[config.mk]
export PLATFORM = sky130hd
export DESIGN_NAME = ptc_div_cell
export DESIGN_NICKNAME = d
export VERILOG_FILES = /design/src/rtl/ptc_pkg.sv /design/src/rtl/ptc_div_cell.sv
export SDC_FILE = /design/constraint.sdc
export NUM_CORES = 1
export LEC_CHECK = 0
export BUFFER_PORTS_ARGS = -buffer_cell sky130_fd_sc_hd__buf_2
export CORE_AREA = 5 5 111 192
export DETAILED_ROUTE_END_ITERATION = 7
export DIE_AREA = 0 0 116 197
export GPL_ROUTABILITY_DRIVEN = 0
export PLACE_DENSITY = 0.71
export SKIP_LAST_GASP = 1
export SLEW_MARGIN = 20
export SYNTH_ARGS = -nofsm -noshare
export SYNTH_HDL_FRONTEND = slang
export SYNTH_SLANG_ARGS = --single-unit
[constraint.sdc]
create_clock -name clk_i -period 0.96 [get_ports clk_i]
set_input_delay 0.096 -clock clk_i [delete_from_list [all_inputs] [get_ports clk_i]]
set_output_delay 0.096 -clock clk_i [all_outputs]
set_load 0.005 [all_outputs]
[src/rtl/ptc_pkg.sv]
// shared types and constants for the pressure and temperature compensation block
package ptc_pkg;

  localparam int unsigned DivCells = 64;

  typedef enum logic [1:0] {
    CFG_TEMP    = 2'd0,
    CFG_PRESS_A = 2'd1,
    CFG_PRESS_B = 2'd2,
    CFG_PRESS_C = 2'd3
  } cfg_reg_e;

  typedef struct packed {
    logic [15:0] t1;
    logic [15:0] t2;
    logic [15:0] t3;
    logic [15:0] p1;
    logic [15:0] p2;
    logic [15:0] p3;
    logic [15:0] p4;
    logic [15:0] p5;
    logic [15:0] p6;
    logic [15:0] p7;
    logic [15:0] p8;
    logic [15:0] p9;
  } cal_t;

  typedef struct packed {
    logic        valid;
    logic [63:0] nq;
    logic [30:0] rem;
    logic [30:0] den;
    logic        neg;
    logic        invalid;
    logic [31:0] temp;
  } div_t;

endpackage

[src/rtl/ptc_div_cell.sv]
// one restoring division cell: resolves one quotient bit per beat
module ptc_div_cell
  import ptc_pkg::*;
(
  input  logic clk_i,
  input  logic rst_ni,
  input  logic en_i,
  input  div_t d_i,
  output div_t q_o
);

  logic [31:0] trial;
  logic        ge;
  logic [31:0] diff;
  div_t        q_d, q_q;

  always_comb begin
    trial = {d_i.rem, d_i.nq[63]};
    ge    = trial >= {1'b0, d_i.den};
    diff  = trial - {1'b0, d_i.den};
    q_d     = d_i;
    q_d.nq  = {d_i.nq[62:0], ge};
    q_d.rem = ge ? diff[30:0] : trial[30:0];
  end

  always_ff @(posedge clk_i or negedge rst_ni) begin
    if (!rst_ni) begin
      q_q <= '0;
    end else if (en_i) begin
      q_q <= q_d;
    end
  end

  assign q_o = q_q;

endmodule

# ---- After elaboration in Yosys (flattened, before gate mapping)
# Cells that the tools add are included.
dict set report word_totals {
  regBits 161
  in_bits 164
  out_inout_bits 161
}
dict set report classes {
  add_sub_neg 1
  order_cmp 1
  mux 1
}
# op count
set ops {}
lappend ops {{$ge 32x31->1} 1}
lappend ops {{$mux 31} 1}
lappend ops {{$sub 31x31->31} 1}

# ---- Longest topological paths before layout
# Gate-level depths: netlist of the first run.
dict set report logic_depth {
  ltp_word 2
  depth_mapped 13
  mapped_depth_nobuf 11
}

# ---- Least setup slack after synthesis of the first run
# OpenSTA, ideal clock, no wires.
dict set report synth_timing {
  path_type {input -> register}
  startpoint {in d_i[159] in the netlist's numbering}
  endpoint {reg q_q (netlist bit q_o[68])}
  t_arrival_ns 2.358
  setup_slack_ns -1.480
  cell_stages 11
  n_path_buf 0
  path_cell_list {inv_1 > ha_1 > fa_1 > and2b_1 > o2111ai_2 > nand2_2 > o21a_1 > a211oi_2 > o31a_4 > or3b_1 > a31oi_2}
}
dict set report synth_between {
  elab_chain_cells 2
}
# element line
set synth_lines {}
lappend synth_lines {{from (decl)} ptc_div_cell.sv:8} ;# input div_t d_i,
lappend synth_lines {{$sub 31x31->31 or $ge 32x31->1 (tied branches)} {ptc_div_cell.sv:20, ptc_div_cell.sv:19}}
lappend synth_lines {{$mux 31 (*)} ptc_div_cell.sv:23} ;# q_d.rem = ge ? diff[30:0] : trial[30:0];
lappend synth_lines {{to (signal assigned)} ptc_div_cell.sv:30} ;# q_q <= q_d;
lappend synth_lines {{to (decl)} ptc_div_cell.sv:15} ;# div_t q_d, q_q;
# Mark *: on every way between the ends. The rest lies on a longest branch, timed or not.
# A chain may end at the register's enable or synchronous reset.

# ---- Worst setup path after layout of the first run
dict set report layout_timing {
  startpoint {in d_i[159] in the netlist's numbering}
  endpoint {reg q_q (netlist bit q_o[86])}
}
# The elaborated chain is that of the path after synthesis.

==> results.py, run 1 <==
metrics = {
    "detailed_routing": {
        "drc": 0,
        "drt-total-wl_mm": 31.2,
        "drtIter0Drc": 359,
        "vias": 8494,
        "dr.pass1.iters": 4,
        "route.detailed.wl_per_inst_um": 18.8,
        "antenna_left": 0,
        "routed_via_density": 5.11,
    },
    "floorplanning": {
        "ios": 325,
        "die_area_um2": 22900,
        "die_x_um": 116,
        "core_area_um2": 19600,
        "core.rowCount": 68,
        "die_y_um": 197,
        "start_util": 0.422,
    },
    "yosys": {
        "avgSynthCellArea_um2": 11.3,
        "synth_area_um2": 8260,
        "yosysSeqAreaShare": 0.488,
        "ys_ff_latch": 161,
        "yosys_warnings": 0,
        "synth_top_flop_cell": "dfrtp_1",
        "async_reset_ff_frac": 1.00,
        "syn_inst": 732,
        "synth_edf_count": 0,
        "synth_cell_type_count": 63,
        "syn-num-nets": 928,
    },
    "clock_network": {
        "cts_tree": "yes",
        "cts_root_buf": "clkbuf_16",
        "clk_path_buf_depth": 2,
        "insertion_delay_ns": 0.43,
        "htreeDepth": 4,
        "clock-sinks": 161,
        "cts_buffers": 17,
        "path_clk_slew_ns": 0.07,
    },
    "sta": {
        "drv_slew": 0,
        "finalSetupViolCount": 198,
        "slew_headroom": 0.603,
        "skew_ns": 0,
        "worstMarginPinSlew_ns": 0.590,
        "period_minus_slack_ns": 2.06,
        "worst_slack_ns": -1.10,
        "fmax_mhz": 486,
        "rsz0062_at_grt": "yes",
        "hold-worst-slack_ns": 0.0246,
        "fin_crit_sh": 2.14,
        "hold_viol": 0,
    },
    "critical_path": {
        "critPathRequiredTime_ns": 1.28,
        "crit_arrival_ns": 2.38,
        "critPathLaunchType": "input port",
        "critical_path_class": "in2reg",
        "crit_fanout": 12,
        "end_kind": "register",
    },
    "cells_and_area": {
        "utilization": 0.731,
        "multiInputGateArea_um2": 4290,
        "synthToLayoutAreaGrowth_pct": 73.2,
        "largest_reg_flops": 161,
        "fill_cells": 1305,
        "seqCellArea_um2": 4030,
        "layout-drive-gt1-share": 0.568,
        "nNetsFinal": 1600,
    },
    "run_status": {
        "status": "complete, but fails checks",
        "violations": "setup timing",
    },
    "worst_hold_path": {
        "min_path_type": "in2reg",
    },
    "pwr": {
        "power.density_nw_per_um2": 1490,
        "p_leak_nw": 7.06,
        "peakVddDrop_mv": 1.46,
    },
    "global_routing": {
        "antenna_found_initial": 2,
        "grt_max_degree": 39,
        "globalRouteTotalUtil": 0.254,
        "grt_pass1_wl_mm": 44.9,
        "grt-ovfl-total": 0,
        "grt_pass1_vias": 9002,
    },
    "placed_design": {
        "io_buffers": 324,
        "place.detailed.hpwl_mm": 20.3,
    },
    "flow_run": {
        "max_cap_violations": 0,
    },
}
## report_power, final
group          leakage (nW)  switching, mW  total (mW)  internal (mW)
registers              1.88          0.447        8.03           7.58
logic                  4.91           2.92        6.68           3.76
clock network         0.270           2.87        6.58           3.71
total                  7.06           6.23        21.3           15.1
## critical path: stages
cell	delay (ns)
buf_8	0.09
inv_8	0.03
ha_4	0.16
fa_2	0.34
and2b_1	0.25
o2111ai_2	0.13
nand2_2	0.10
o21a_1	0.17
a211oi_4	0.10
o31a_4	0.41
clkbuf_16	0.21
o311ai_1	0.29
## cells by family (layout without fill, tap and decap cells)
family	Yosys count	after routing	share of synthesized area
muxes	132	132	0.180
and+or+nand+nor	183	183	0.106
buffers and inverters	71	755	0.0400
DFF	161	161	0.488
adders and majority gates	32	32	0.0494
xor gates and xnor gates	21	21	0.0223
AOI/OAI and AO/OA	132	132	0.115
other	0	1	0
## cells in the mapped netlist (2+ instances only)
library cell | count | area share
a2bb2oi_1 | 5 | 0.0053
nand3b_1 | 5 | 0.0045
xnor2_1 | 13 | 0.014
mux2_2 | 129 | 0.18
a211oi_1 | 3 | 0.0027
and4_1 | 4 | 0.0042
a31oi_1 | 29 | 0.022
o211ai_1 | 6 | 0.0055
mux2i_1 | 3 | 0.0036
o311ai_0 | 2 | 0.0021
buf_12 | 3 | 0.0073
xor2_1 | 8 | 0.0085
and3_1 | 8 | 0.0061
nor3b_1 | 2 | 0.0018
o21ai_1 | 2 | 0.0012
nand3_1 | 19 | 0.012
nand4_1 | 6 | 0.0045
o21ai_0 | 12 | 0.0073
nor2b_1 | 2 | 0.0015
o21a_1 | 5 | 0.0045
clkbuf_1 | 27 | 0.012
a21oi_1 | 23 | 0.014
a21boi_0 | 3 | 0.0027
nor2_1 | 45 | 0.020
dfrtp_1 | 161 | 0.49
and2_1 | 3 | 0.0023
nand2b_1 | 6 | 0.0045
buf_2 | 5 | 0.0030
a21o_1 | 21 | 0.019
o31ai_1 | 2 | 0.0018
or2_2 | 4 | 0.0030
nor3_1 | 5 | 0.0030
ha_1 | 31 | 0.047
a21oi_2 | 3 | 0.0032
a31o_2 | 2 | 0.0021
nand2_1 | 66 | 0.030
inv_1 | 33 | 0.015
## metal layers
layer / vias up / global-route usage / wire (um)
met5: - / 0 / 13
met4: 2 / 0.151 / 1990
met3: 127 / 0.0427 / 1350
met2: 312 / 0.480 / 17300
met1: 4086 / 0.249 / 10500
li1: 3967 / - / -
## final timing paths
path / start / to / slack [ns] / depth (start not counted)
max: d_i[159] / q_o[86]$_DFFE_PN0P_ / -1.10 / 12
min reg2reg: q_o[106]$_DFFE_PN0P_ / q_o[106]$_DFFE_PN0P_ / 0.50 / 1
max reg2reg: q_o[149]$_DFFE_PN0P_ / q_o[149]$_DFFE_PN0P_ / -0.11 / 3
min: d_i[37] / q_o[37]$_DFFE_PN0P_ / 0.02 / 3
max in group asynchronous: rst_ni / q_o[109]$_DFFE_PN0P_ / 0.32 / 3
min in group asynchronous: rst_ni / q_o[47]$_DFFE_PN0P_ / 0.13 / 2
## layout by cell type, fill, tap and decap left out, drive strengths merged, types with 5 or more instances in the layout
cell type	n
inv	34
nand3b	5
xor2	8
ha	31
buf	555
a31oi	30
o211ai	6
nand2b	6
nand2	67
a21oi	26
o21a	5
nor2	45
o21ai	14
clkbuf	23
nand3	19
mux2	129
a21o	21
dlygate4sd3	132
and3	8
dfrtp	161
xnor2	13
a2bb2oi	5
clkinv	7
nor3	5
nand4	6
## timing repair
action	4_1_cts	5_1_grt
endpoints found under the hold margin	292	0
gates resized for setup	24	51
buffers inserted	31	40
cloned	0	4
pin swaps	15	28
hold buffers	132	0
endpoints found under the setup margin	193	193
## cell type report
type | count | share of cell area
clock inverter | 11 | 0.00761
tap | 245 | 0.0214
clock buffer | 20 | 0.0319
sequential | 161 | 0.282
timing repair buffer | 690 | 0.348
antenna | 1 | 0.000175
multi-input combinational | 500 | 0.300
inverter | 34 | 0.00945
## per-stage QoR
| stage | setup WS [ns] | area, um2 | TNS (ns) | std cells | power, mW |
|---|---|---|---|---|---|
| floorplan | -1.36 | 8590 | -39.77 | 732 | 10.6 |
| finish | -1.10 | 14300 | -45.33 | 1662 | 21.3 |
| detailed placement | -1.65 | 11400 | -54.21 | 1423 | 13.2 |
| global placement | -1.63 | 11400 | -52.31 | 1423 | 13.1 |
| global route | -1.17 | 14300 | -53.54 | 1662 | 22.3 |
| CTS | -1.10 | 13700 | -47.53 | 1617 | 20.5 |
No activity file was read; power rests on OpenSTA's default activity.
==> inputs of run 2 (changes only) <==
--- a/config.mk
+++ b/config.mk
@@ -10,7 +10,7 @@
 export DETAILED_ROUTE_END_ITERATION = 7
 export DIE_AREA = 0 0 116 197
 export GPL_ROUTABILITY_DRIVEN = 0
-export PLACE_DENSITY = 0.71
+export PLACE_DENSITY = 0.74
 export SKIP_LAST_GASP = 1
 export SLEW_MARGIN = 20
 export SYNTH_ARGS = -nofsm -noshare
==> constraint.sdc (replaced) <==
create_clock -name clk_i -period 1.88 [get_ports clk_i]
set_input_delay 0.188 -clock clk_i [delete_from_list [all_inputs] [get_ports clk_i]]
set_output_delay 0.188 -clock clk_i [all_outputs]
set_load 0.005 [all_outputs]
==> results.py, run 2 (same netlist as run 1, synthesis figures left out) <==
metrics = {
    "run_status": {
        "status": "complete, but fails checks",
        "violations": "setup timing",
    },
    "sta": {
        "slew_headroom": 0.650,
        "period_minus_slack_ns": 2.19,
        "hold_viol": 0,
        "fin_crit_sh": 1.16,
        "drv_slew": 0,
        "skew_ns": 0,
        "tns_ns": -7.30,
        "rsz0062_at_grt": "yes",
        "hold-worst-slack_ns": 0.0122,
        "worst_slack_ns": -0.309,
        "finalSetupViolCount": 32,
        "worstMarginPinSlew_ns": 0.525,
        "fmax_mhz": 457,
    },
    "global_routing": {
        "grt_pass1_vias": 8831,
        "grt_max_degree": 65,
        "grt_pass1_wl_mm": 43.9,
        "globalRouteTotalUtil": 0.246,
        "grt-ovfl-total": 0,
        "antenna_found_initial": 3,
    },
    "pwr": {
        "power_frac_clock": 0.335,
        "internal-power_mw": 7.47,
        "power.switching_mw": 3.12,
        "p_leak_nw": 6.51,
        "power_switching_share": 0.295,
        "power.density_nw_per_um2": 794,
        "peakVddDrop_mv": 0.607,
        "combPwrFrac": 0.280,
        "pwr-share-seq": 0.386,
    },
    "detailed_routing": {
        "drc": 0,
        "drt-total-wl_mm": 28.8,
        "route.detailed.wl_per_inst_um": 18.4,
        "routed_via_density": 5.14,
        "dr.pass1.iters": 4,
        "drtIter0Drc": 495,
        "antenna_left": 0,
        "vias": 8044,
    },
    "cells_and_area": {
        "layout-drive-gt1-share": 0.552,
        "seqCellArea_um2": 4030,
        "final_cell_mix": "buf_2, dfrtp_1, buf_4",
        "multiInputGateArea_um2": 4220,
        "largest_reg_flops": 161,
        "layout_commonest_cell": "buf_2",
        "nNetsFinal": 1501,
        "fill_cells": 1482,
        "synthToLayoutAreaGrowth_pct": 61.5,
    },
    "critical_path": {
        "cpPeakStageDelay_ns": 0.35,
        "path_cells": "buf_8, inv_8, ha_4, fa_2, and2b_1, o2111ai_2, nand2_2, o21a_1, a211oi_4, buf_6, o31ai_4, buf_6, nand2_1, a31oi_1",
        "crit_arrival_ns": 2.53,
        "path_common_cell": "buf_6",
        "end_kind": "register",
        "critPathLaunchType": "input port",
        "crit_slowest_cell": "o31ai_4",
        "critPathRequiredTime_ns": 2.23,
        "critical_path_class": "in2reg",
        "crit_fanout": 8,
    },
    "clock_network": {
        "insertion_delay_ns": 0.42,
        "clock-sinks": 161,
        "htreeDepth": 4,
        "cts_buffers": 17,
        "path_clk_slew_ns": 0.07,
        "clk_path_buf_depth": 2,
        "cts_tree": "yes",
        "cts_root_buf": "clkbuf_16",
    },
    "floorplanning": {
        "die_y_um": 197,
        "ios": 325,
        "start_util": 0.422,
        "core_area_um2": 19600,
        "die_x_um": 116,
        "die_area_um2": 22900,
        "core.rowCount": 68,
    },
    "flow_run": {
        "max_cap_violations": 0,
    },
    "placed_design": {
        "io_buffers": 324,
        "pre_cts_slack_ns": -0.794,
        "place.detailed.hpwl_mm": 20.5,
    },
    "worst_hold_path": {
        "min_path_type": "in2reg",
    },
}
==> run 2: changes by cell type in the layout (fill, tap and decap cells not counted), sizes merged <==
cell         delta
buf            -73
dlygate4sd3    -23
clkbuf          -5
inv             +4
clkinv          -2
diode           +2
bufinv          +1
==> run 2: critical path: cells and delay by family <==
kind	cells	cell delay, ns
buffers and inverters	4	0.48
adder cells (fa/ha/maj)	2	0.48
AO/OA/AOI/OAI	5	0.96
AND/OR/NAND/NOR	3	0.44
==> run 2: metrics by stage <==
stage | power, mW | area, um2 | instances | utilization
after global placement | 6.62 | 11300 | 1413 | 0.576
after global routing | 11.1 | 13300 | 1566 | 0.681
after detailed placement | 6.70 | 11300 | 1413 | 0.576
after CTS | 10.5 | 13100 | 1559 | 0.671
final | 10.6 | 13300 | 1566 | 0.681
after floorplan | 5.36 | 8380 | 732 | -
==> run 2: per-layer routing <==
metal	track usage	part of all wire	routed length, um
met4	0.114	0.045	1290
met3	0.0436	0.056	1600
met1	0.239	0.33	9530
met2	0.483	0.57	16400
met5	0	0	0
==> run 2: area by class of cell <==
| class | count | share of cell area |
|---|---|---|
| clock inverter | 14 | 0.0129 |
| antenna | 3 | 0.000563 |
| sequential | 161 | 0.302 |
| inverter | 34 | 0.0101 |
| timing repair buffer | 591 | 0.303 |
| tap | 245 | 0.0230 |
| multi-input combinational | 500 | 0.316 |
| clock buffer | 18 | 0.0322 |
==> run 2: final timing paths <==
| check | slack (ns) | to | depth (start not counted) | from |
|---|---|---|---|---|
| worst max-delay path | -0.31 | q_o[85]$_DFFE_PN0P_ | 14 | d_i[159] |
| worst min-delay path | 0.01 | q_o[63]$_DFFE_PN0P_ | 2 | d_i[63] |
| worst max register to register | 1.07 | q_o[129]$_DFFE_PN0P_ | 1 | q_o[129]$_DFFE_PN0P_ |
| worst min register to register | 0.50 | q_o[58]$_DFFE_PN0P_ | 1 | q_o[58]$_DFFE_PN0P_ |
| max in group asynchronous | 0.94 | q_o[65]$_DFFE_PN0P_ | 3 | rst_ni |
| min in group asynchronous | 0.28 | q_o[1]$_DFFE_PN0P_ | 2 | rst_ni |
==> run 2: power by group through the flow <==
stage | Combinational [mW] | Sequential, mW | Clock, mW
after detailed placement | 2.57 | 4.13 | 0
final | 2.96 | 4.09 | 3.54
after CTS | 2.83 | 4.07 | 3.61
after floorplan | 1.19 | 4.17 | 0
after global routing | 3.21 | 4.14 | 3.72
after global placement | 2.51 | 4.11 | 0
==> run 2: timing repair <==
action	in CTS	in global routing
pin swaps	27	36
endpoints found under the setup margin	32	32
hold buffers	109	0
buffers inserted	5	3
gates cloned	0	1
hold endpoints to repair	152	0
resized for setup	29	38
